<file path="src/rtl/core/scsl_pkg.sv">
// Package for the shortest common supersequence length block.
// Holds the operation codes, the control bundle passed along the cell chain,
// and default sizes. No dependencies.
package scsl_pkg;

  // Default capacity of each string, in symbols.
  localparam int unsigned MaxLenDef = 32;

  // Field widths fixed by the stream format.
  localparam int unsigned SymW = 8;
  localparam int unsigned OpW  = 2;
  localparam int unsigned ScsW = 7;
  localparam int unsigned LcsW = 6;

  // Operation carried in tuser. The remaining code is ignored by the block.
  typedef enum logic [OpW-1:0] {
    OP_LOAD   = 2'd0,
    OP_SECOND = 2'd1,
    OP_FINISH = 2'd2
  } op_e;

  // Control bundle that moves from one cell to the next every cycle.
  typedef struct packed {
    logic vld;  // a second-string symbol is moving through this slot
    logic tok;  // the finish token is moving through this slot
  } scsl_ctl_t;

endpackage

</file>
<file path="src/rtl/core/scsl_cell.sv">
// One cell of the LCS chain: holds one first-string symbol and one LCS entry.
// Depends on scsl_pkg for the control bundle and the symbol width.
module scsl_cell
  import scsl_pkg::*;
#(
  parameter int unsigned VW = 6
) (
  input  logic            clk_i,
  input  logic            rst_ni,
  input  logic            load_en_i,
  input  logic [SymW-1:0] load_sym_i,
  input  logic            is_last_i,
  input  scsl_ctl_t       ctl_i,
  input  logic [SymW-1:0] sym_i,
  input  logic [VW-1:0]   up_i,
  input  logic [VW-1:0]   diag_i,
  input  logic [VW-1:0]   res_i,
  output scsl_ctl_t       ctl_o,
  output logic [SymW-1:0] sym_o,
  output logic [VW-1:0]   up_o,
  output logic [VW-1:0]   diag_o,
  output logic [VW-1:0]   res_o
);

  logic [SymW-1:0] first_sym_q;
  logic [VW-1:0]   lcs_q, lcs_d;
  logic [VW-1:0]   new_val;
  scsl_ctl_t       ctl_q;
  logic [SymW-1:0] sym_q;
  logic [VW-1:0]   up_q, up_d;
  logic [VW-1:0]   diag_q, diag_d;
  logic [VW-1:0]   res_q, res_d;

  // A match extends the diagonal; otherwise keep the larger neighbor.
  always_comb begin
    if (first_sym_q == sym_i) begin
      new_val = diag_i + VW'(1);
    end else if (lcs_q > up_i) begin
      new_val = lcs_q;
    end else begin
      new_val = up_i;
    end
  end

  always_comb begin
    lcs_d  = lcs_q;
    up_d   = up_i;
    diag_d = diag_i;
    res_d  = res_i;
    if (ctl_i.vld) begin
      lcs_d  = new_val;
      up_d   = new_val;
      diag_d = lcs_q;
    end
    if (ctl_i.tok) begin
      // The token trails every symbol, so this entry is final; then clear it.
      if (is_last_i) begin
        res_d = lcs_q;
      end
      lcs_d = '0;
    end
  end

  always_ff @(posedge clk_i or negedge rst_ni) begin
    if (!rst_ni) begin
      lcs_q <= '0;
      ctl_q <= '0;
    end else begin
      lcs_q <= lcs_d;
      ctl_q <= ctl_i;
    end
  end

  always_ff @(posedge clk_i) begin
    if (load_en_i) begin
      first_sym_q <= load_sym_i;
    end
    sym_q  <= sym_i;
    up_q   <= up_d;
    diag_q <= diag_d;
    res_q  <= res_d;
  end

  assign ctl_o  = ctl_q;
  assign sym_o  = sym_q;
  assign up_o   = up_q;
  assign diag_o = diag_q;
  assign res_o  = res_q;

endmodule

</file>
<file path="src/rtl/core/shortest_common_supersequence_length_top.sv">
// Top level of the shortest common supersequence length block.
// Depends on scsl_pkg and instantiates a chain of scsl_cell.
//
//   Channel   Direction  tdata (low bit first)                     tuser
//   s_axis    in         symbol[7:0]                               op[1:0]
//   m_axis    out        scs_length[6:0], lcs_length[12:7],        none
//                        error[13], zeros[15:14]
//
// A load, a second-string symbol or an ignored code is taken in a single
// transfer, and second-string symbols may arrive back to back: each one walks
// down the cell chain one cell per cycle, one step of the LCS row per cell. A
// finish sends a token down the same chain behind the last symbol; the result
// tvalid is registered when the token leaves the last cell. Input is held
// off from the finish transfer until the result transfer completes.
// Reset clears counts, flags and the LCS entries; stored symbols need no reset.
module shortest_common_supersequence_length_top
  import scsl_pkg::*;
#(
  parameter int unsigned MAX_LEN = MaxLenDef
) (
  input  logic        clk_i,
  input  logic        rst_ni,
  input  logic        s_axis_tvalid_i,
  output logic        s_axis_tready_o,
  input  logic [7:0]  s_axis_tdata_i,   // symbol[7:0]
  input  logic [1:0]  s_axis_tuser_i,   // op[1:0]
  output logic        m_axis_tvalid_o,
  input  logic        m_axis_tready_i,
  output logic [15:0] m_axis_tdata_o    // scs_length[6:0], lcs_length[12:7], error[13]
);

  // Counts and LCS values range from 0 to MAX_LEN.
  localparam int unsigned CW = $clog2(MAX_LEN + 1);
  localparam int unsigned SW = CW + 1;

  logic          in_xfer;
  logic          out_xfer;
  op_e           op;
  logic [CW-1:0] first_count_q, first_count_d;
  logic [CW-1:0] second_count_q, second_count_d;
  logic          started_q, started_d;
  logic          error_q, error_d;
  logic          busy_q, busy_d;
  logic [CW-1:0] m_q, m_d;
  logic [CW-1:0] n_q, n_d;
  logic          err_res_q, err_res_d;
  logic          out_vld_q, out_vld_d;
  logic [ScsW-1:0] scs_q, scs_d;
  logic [LcsW-1:0] lcs_q, lcs_d;
  logic [SW-1:0] scs_full;
  logic [CW-1:0] last_len;
  logic          first_full;
  logic          second_full;

  // Chain links: entry k feeds cell k, entry MAX_LEN leaves the last cell.
  scsl_ctl_t     ctl_link  [MAX_LEN+1];
  logic [SymW-1:0] sym_link [MAX_LEN+1];
  logic [CW-1:0] up_link   [MAX_LEN+1];
  logic [CW-1:0] diag_link [MAX_LEN+1];
  logic [CW-1:0] res_link  [MAX_LEN+1];
  logic          load_en   [MAX_LEN];
  logic          is_last   [MAX_LEN];

  assign s_axis_tready_o = !busy_q;
  assign in_xfer  = s_axis_tvalid_i && s_axis_tready_o;
  assign out_xfer = m_axis_tvalid_o && m_axis_tready_i;
  assign op       = op_e'(s_axis_tuser_i);

  assign first_full  = (first_count_q >= CW'(MAX_LEN));
  assign second_full = (second_count_q >= CW'(MAX_LEN));

  // The token enters cell 0 in the finish cycle, before the length is captured.
  assign last_len = busy_q ? m_q : first_count_q;

  // Feed the head of the chain.
  assign ctl_link[0].vld = in_xfer && (op == OP_SECOND) && !second_full;
  assign ctl_link[0].tok = in_xfer && (op == OP_FINISH);
  assign sym_link[0]  = s_axis_tdata_i;
  assign up_link[0]   = '0;
  assign diag_link[0] = '0;
  assign res_link[0]  = '0;

  for (genvar i = 0; i < MAX_LEN; i++) begin : g_cell
    assign load_en[i] = in_xfer && (op == OP_LOAD) && !started_q && !first_full
                        && (first_count_q == CW'(i));
    assign is_last[i] = (last_len == CW'(i + 1));

    scsl_cell #(
      .VW (CW)
    ) u_cell (
      .clk_i      (clk_i),
      .rst_ni     (rst_ni),
      .load_en_i  (load_en[i]),
      .load_sym_i (s_axis_tdata_i),
      .is_last_i  (is_last[i]),
      .ctl_i      (ctl_link[i]),
      .sym_i      (sym_link[i]),
      .up_i       (up_link[i]),
      .diag_i     (diag_link[i]),
      .res_i      (res_link[i]),
      .ctl_o      (ctl_link[i+1]),
      .sym_o      (sym_link[i+1]),
      .up_o       (up_link[i+1]),
      .diag_o     (diag_link[i+1]),
      .res_o      (res_link[i+1])
    );
  end

  // The token leaving the last cell carries the final LCS value.
  assign scs_full = SW'(m_q) + SW'(n_q) - SW'(res_link[MAX_LEN]);

  always_comb begin
    first_count_d  = first_count_q;
    second_count_d = second_count_q;
    started_d      = started_q;
    error_d        = error_q;
    busy_d         = busy_q;
    m_d            = m_q;
    n_d            = n_q;
    err_res_d      = err_res_q;
    out_vld_d      = out_vld_q;
    scs_d          = scs_q;
    lcs_d          = lcs_q;

    if (in_xfer) begin
      unique case (op)
        OP_LOAD: begin
          if (started_q || first_full) begin
            error_d = 1'b1;
          end else begin
            first_count_d = first_count_q + CW'(1);
          end
        end
        OP_SECOND: begin
          started_d = 1'b1;
          if (second_full) begin
            error_d = 1'b1;
          end else begin
            second_count_d = second_count_q + CW'(1);
          end
        end
        OP_FINISH: begin
          m_d            = first_count_q;
          n_d            = second_count_q;
          err_res_d      = error_q;
          busy_d         = 1'b1;
          first_count_d  = '0;
          second_count_d = '0;
          started_d      = 1'b0;
          error_d        = 1'b0;
        end
        default: begin
          // The unused code is taken and dropped.
        end
      endcase
    end

    if (ctl_link[MAX_LEN].tok) begin
      out_vld_d = 1'b1;
      scs_d     = ScsW'(scs_full);
      lcs_d     = LcsW'(res_link[MAX_LEN]);
    end else if (out_xfer) begin
      out_vld_d = 1'b0;
      busy_d    = 1'b0;
    end
  end

  always_ff @(posedge clk_i or negedge rst_ni) begin
    if (!rst_ni) begin
      first_count_q  <= '0;
      second_count_q <= '0;
      started_q      <= 1'b0;
      error_q        <= 1'b0;
      busy_q         <= 1'b0;
      out_vld_q      <= 1'b0;
    end else begin
      first_count_q  <= first_count_d;
      second_count_q <= second_count_d;
      started_q      <= started_d;
      error_q        <= error_d;
      busy_q         <= busy_d;
      out_vld_q      <= out_vld_d;
    end
  end

  always_ff @(posedge clk_i) begin
    m_q       <= m_d;
    n_q       <= n_d;
    err_res_q <= err_res_d;
    scs_q     <= scs_d;
    lcs_q     <= lcs_d;
  end

  assign m_axis_tvalid_o = out_vld_q;
  assign m_axis_tdata_o  = {2'b00, err_res_q, lcs_q, scs_q};

endmodule
</file>
<file path="config.mk">
export PLATFORM = sky130hd
export DESIGN_NAME = shortest_common_supersequence_length_top
export DESIGN_NICKNAME = d
export VERILOG_FILES = /design/src/rtl/core/scsl_pkg.sv /design/src/rtl/core/scsl_cell.sv /design/src/rtl/core/shortest_common_supersequence_length_top.sv
export SDC_FILE = /design/constraint.sdc
export NUM_CORES = 2
export LEC_CHECK = 0
export BUFFER_PORTS_ARGS = -buffer_cell sky130_fd_sc_hd__buf_2
export CORE_ASPECT_RATIO = 1.2
export CORE_MARGIN = 2
export CORE_UTILIZATION = 40
export DETAILED_ROUTE_END_ITERATION = 6
export GPL_TIMING_DRIVEN = 0
export HOLD_SLACK_MARGIN = 0.02
export SLEW_MARGIN = 20
export SYNTH_ARGS = -nofsm -noshare
export SYNTH_HDL_FRONTEND = slang
export SYNTH_SLANG_ARGS = --single-unit
</file>
<file path="constraint.sdc">
create_clock -name clk_i -period 2.8 [get_ports clk_i]
set_clock_uncertainty 0.15 [all_clocks]
set_input_delay 0.56 -clock clk_i [delete_from_list [all_inputs] [get_ports clk_i]]
set_output_delay 0.56 -clock clk_i [all_outputs]
set_load 0.1 [all_outputs]
</file>
==> qor.yml <==
logic_synthesis:
  synthArstFlopShare_pct: 19.9
  synth.top_cells.by_area: "dfxtp_1 28%, edfxtp_1 15%, dfrtp_1 12%, ha_1 5.1%, xor2_1 4.4%"
  synth.distinct_cells: 72
  muxShareOfSynthArea_pct: 7.86
  seq_area_frac_synth_pct: 54.7
  synth_top_family_by_area: "compound AO/OA/AOI/OAI gates"
  synth_compound_area_share_pct: 13.2
  yosysWarnings: 0
  syn_avg_cell_area_um2: 12.2
  synthFlopType: "dfxtp_1"
  synth_cells: 4735
  synthDominantCellAreaShare_pct: 28.2
  synth_top_area_cell: "dfxtp_1"
  yosysMostFrequentCell: "dfxtp_1"
  synth-xor-area-share_pct: 5.89
  synth_seq_cells: 1365
  synthTopCellsByCount: "812 x dfxtp_1, 291 x xor2_1, 284 x inv_1"
  netlist_area_um2: 57600
  synthSimpleGateAreaFrac_pct: 9.93
  synth_edf_count: 282
  synthAdderAreaFrac_pct: 5.27
global_routing:
  grt_pass1_vias: 38300
  grt_pass1_wl_um: 215000
  grt_overflow_total: 0
  antenna_found_initial: 20
  grt_usage_pct: 18.5
  grt_max_degree: 73
run_status:
  status: "finished with violations"
  violations: "negative setup slack"
clock_tree:
  clock_path_buffers: 3
  clk_latency_ns: 0.74
  path_clk_slew_ns: 0.06
  cts_tree: "done"
  cts_made_buffers: 142
  htreeDepth: 4
  clock_sinks: 1365
  clock-root-buffer: "clkbuf_16"
placement:
  hpwlAfterDp_um: 98900
  preCtsSetupSlack_ns: -0.576
  gp_congestion: 0.893
  port_buffers: 29
  place_area_um2: 60300
power_and_ir_drop:
  powerDensity_nw_per_um2: 922
  vdd_drop_max_v: 0.000670
  p_leak_nw: 26.0
worst_hold_path:
  hold_path_class: "input port to async pin"
finish:
  area_delta_synth_final_pct: 13.3
  finalInstanceArea_um2: 65200
  nNetsFinal: 5173
  drive_above_1_share_pct: 16.2
worst_setup_path:
  slowest_delay_ns: 0.57
  cp-end-kind: "flop"
  worstSetupStartpointType: "flop"
  cp.arrival_ns: 3.06
  worstSetupStartpoint: "first_count_q[5]"
  cp.required_ns: 3.02
  reg2regPathDepth: 5
  critical_path.reg2reg.startpoint: "first_count_q[5]"
  path_max_fanout: 9
  path_class: "flop to flop"
  slowest_stage: "nor2_2"
  cp_cell_sequence: "nor3b_1 -> and2_1 -> buf_2 -> nand2_1 -> nor2_2"
timing:
  postLayoutSetupSlackWorst_ns: -0.0316
  fin_crit_ns: 2.83
  slew_headroom_pct: 32.7
  tightestPinTransition_ns: 1.00
  finalMaxSlewViolations: 0
  rsz0062_at_grt: "true"
  post-route-period-util_pct: 101
  max_freq_mhz: 353
  hold_viol_final: 0
  setup_viol: 37
floorplan:
  rows: 152
  core_area_um2: 143000
  initial_core_util_pct: 40.3
  io_pins: 32
  fp.dieArea_um2: 147000
  dieHeight_um: 420
  die_w_um: 350
detailed_routing:
  ant_nets: 0
  drc_errors: 0
  drt_iter0_drc: 2436
  wl_met1_um: 59200
  highest_layer: "met5"
  wl_met2_um: 67000
  met3_length_um: 5950
  drt-vias-per-instance: 5.34
  wl_per_cell_um: 19.5
  vias: 37200
  wl_um: 136000
  drt_pass1_iterations: 6
flow_run:
  maxCapViolCount: 0
-- kinds of logic after synthesis --
kind of cell    Yosys count
xor+xnor                387
simple gates            933
fa+ha+maj               239
flops                  1365
compound gates         1020
mux                     368
buf+inv                 422
other cells               1
-- final timing paths --
check / end / slack, ns
max: g_cell[5].u_cell.first_sym_q[0] / -0.03
min in group clk_i: g_cell[19].u_cell.sym_o[7] / 0.21
max reg2reg: g_cell[5].u_cell.first_sym_q[0] / -0.03
min reg2reg: g_cell[19].u_cell.sym_o[7] / 0.21
min: g_cell[3].u_cell.lcs_q[2] / 0.11
max in group asynchronous: g_cell[21].u_cell.ctl_o[1] / 0.94
-- critical path: cells and delay by family (launching register included) --
kind / cells / cell delay, ns
flops: 1 / 0.49
simple gates: 4 / 1.62
buf+inv: 1 / 0.20
-- sequential cells by signal, summed over array words and instances (netlist names), 7 cells and up --
signal                     cells
g_cell.u_cell.up_o           186
g_cell.u_cell.lcs_q          192
g_cell.u_cell.ctl_o           63
g_cell.u_cell.diag_o         186
g_cell.u_cell.first_sym_q    256
g_cell.u_cell.res_o          192
scs_q                          7
g_cell.u_cell.sym_o          248
-- repair_timing --
| item | 4_1_cts | 5_1_grt |
|---|---|---|
| gates resized for setup | 26 | 13 |
| hold endpoints to repair | 86 | 0 |
| setup buffers | 0 | 2 |
| hold buffers | 3 | 0 |
| setup endpoints to repair | 143 | 267 |
| pin swaps | 0 | 3 |
| gates cloned | 0 | 0 |
-- per-layer routing --
layer	track usage, %	vias up
met3	3.24	287
met4	6.69	26
met5	0	-
li1	-	17900
met2	31.9	942
met1	23.3	18100
-- placed cells by master (no fill, tap or decap), types with 68 or more instances in the layout --
master and instances:
clkbuf_16 151, buf_2 68, nand4_1 124, nor2_1 182, a21o_1 123, mux2_4 102
mux2_2 181, ha_1 233, o22ai_1 150, xor2_1 291, dfrtp_1 271, a2bb2oi_1 181
mux2_1 84, dfxtp_1 812, clkbuf_1 106, nand2_1 82, o21ai_0 157, xnor2_1 96
edfxtp_1 282, nand3_1 236, inv_1 282
-- metrics by stage --
step	utilization, %	total power (W)	TNS [ns]	std cells	hold slack (ns)
CTS	45.6	0.0605	-2.93	6963	0.0545
detailed placement	42.2	0.0414	-97.46	6697	0.204
global placement	42.0	0.0411	-1595.68	6690	0.203
finish	45.6	0.0601	-0.681	6965	0.111
floorplan	-	0.0369	0	4736	0.114
global route	45.6	0.0635	-10.62	6964	0.0835
-- layout make-up --
| cell class | instances | area [um2] |
|---|---|---|
| inverter | 286 | 1070 |
| sequential | 1365 | 31500 |
| clock buffer | 204 | 4100 |
| clock inverter | 59 | 639 |
| multi-input combinational | 2949 | 24400 |
| fill | 13100 | 77800 |
| buffer | 135 | 697 |
| tap | 1925 | 2410 |
| antenna | 1 | 2.50 |
| timing repair buffer | 41 | 348 |
-- power breakdown --
part           switching (W)  internal, W  total [W]
logic                0.00961      0.00671     0.0163
registers            0.00276       0.0221     0.0249
clock network        0.00765       0.0112     0.0189
total                 0.0200       0.0401     0.0601
Power figures use the tool's default switching activity.
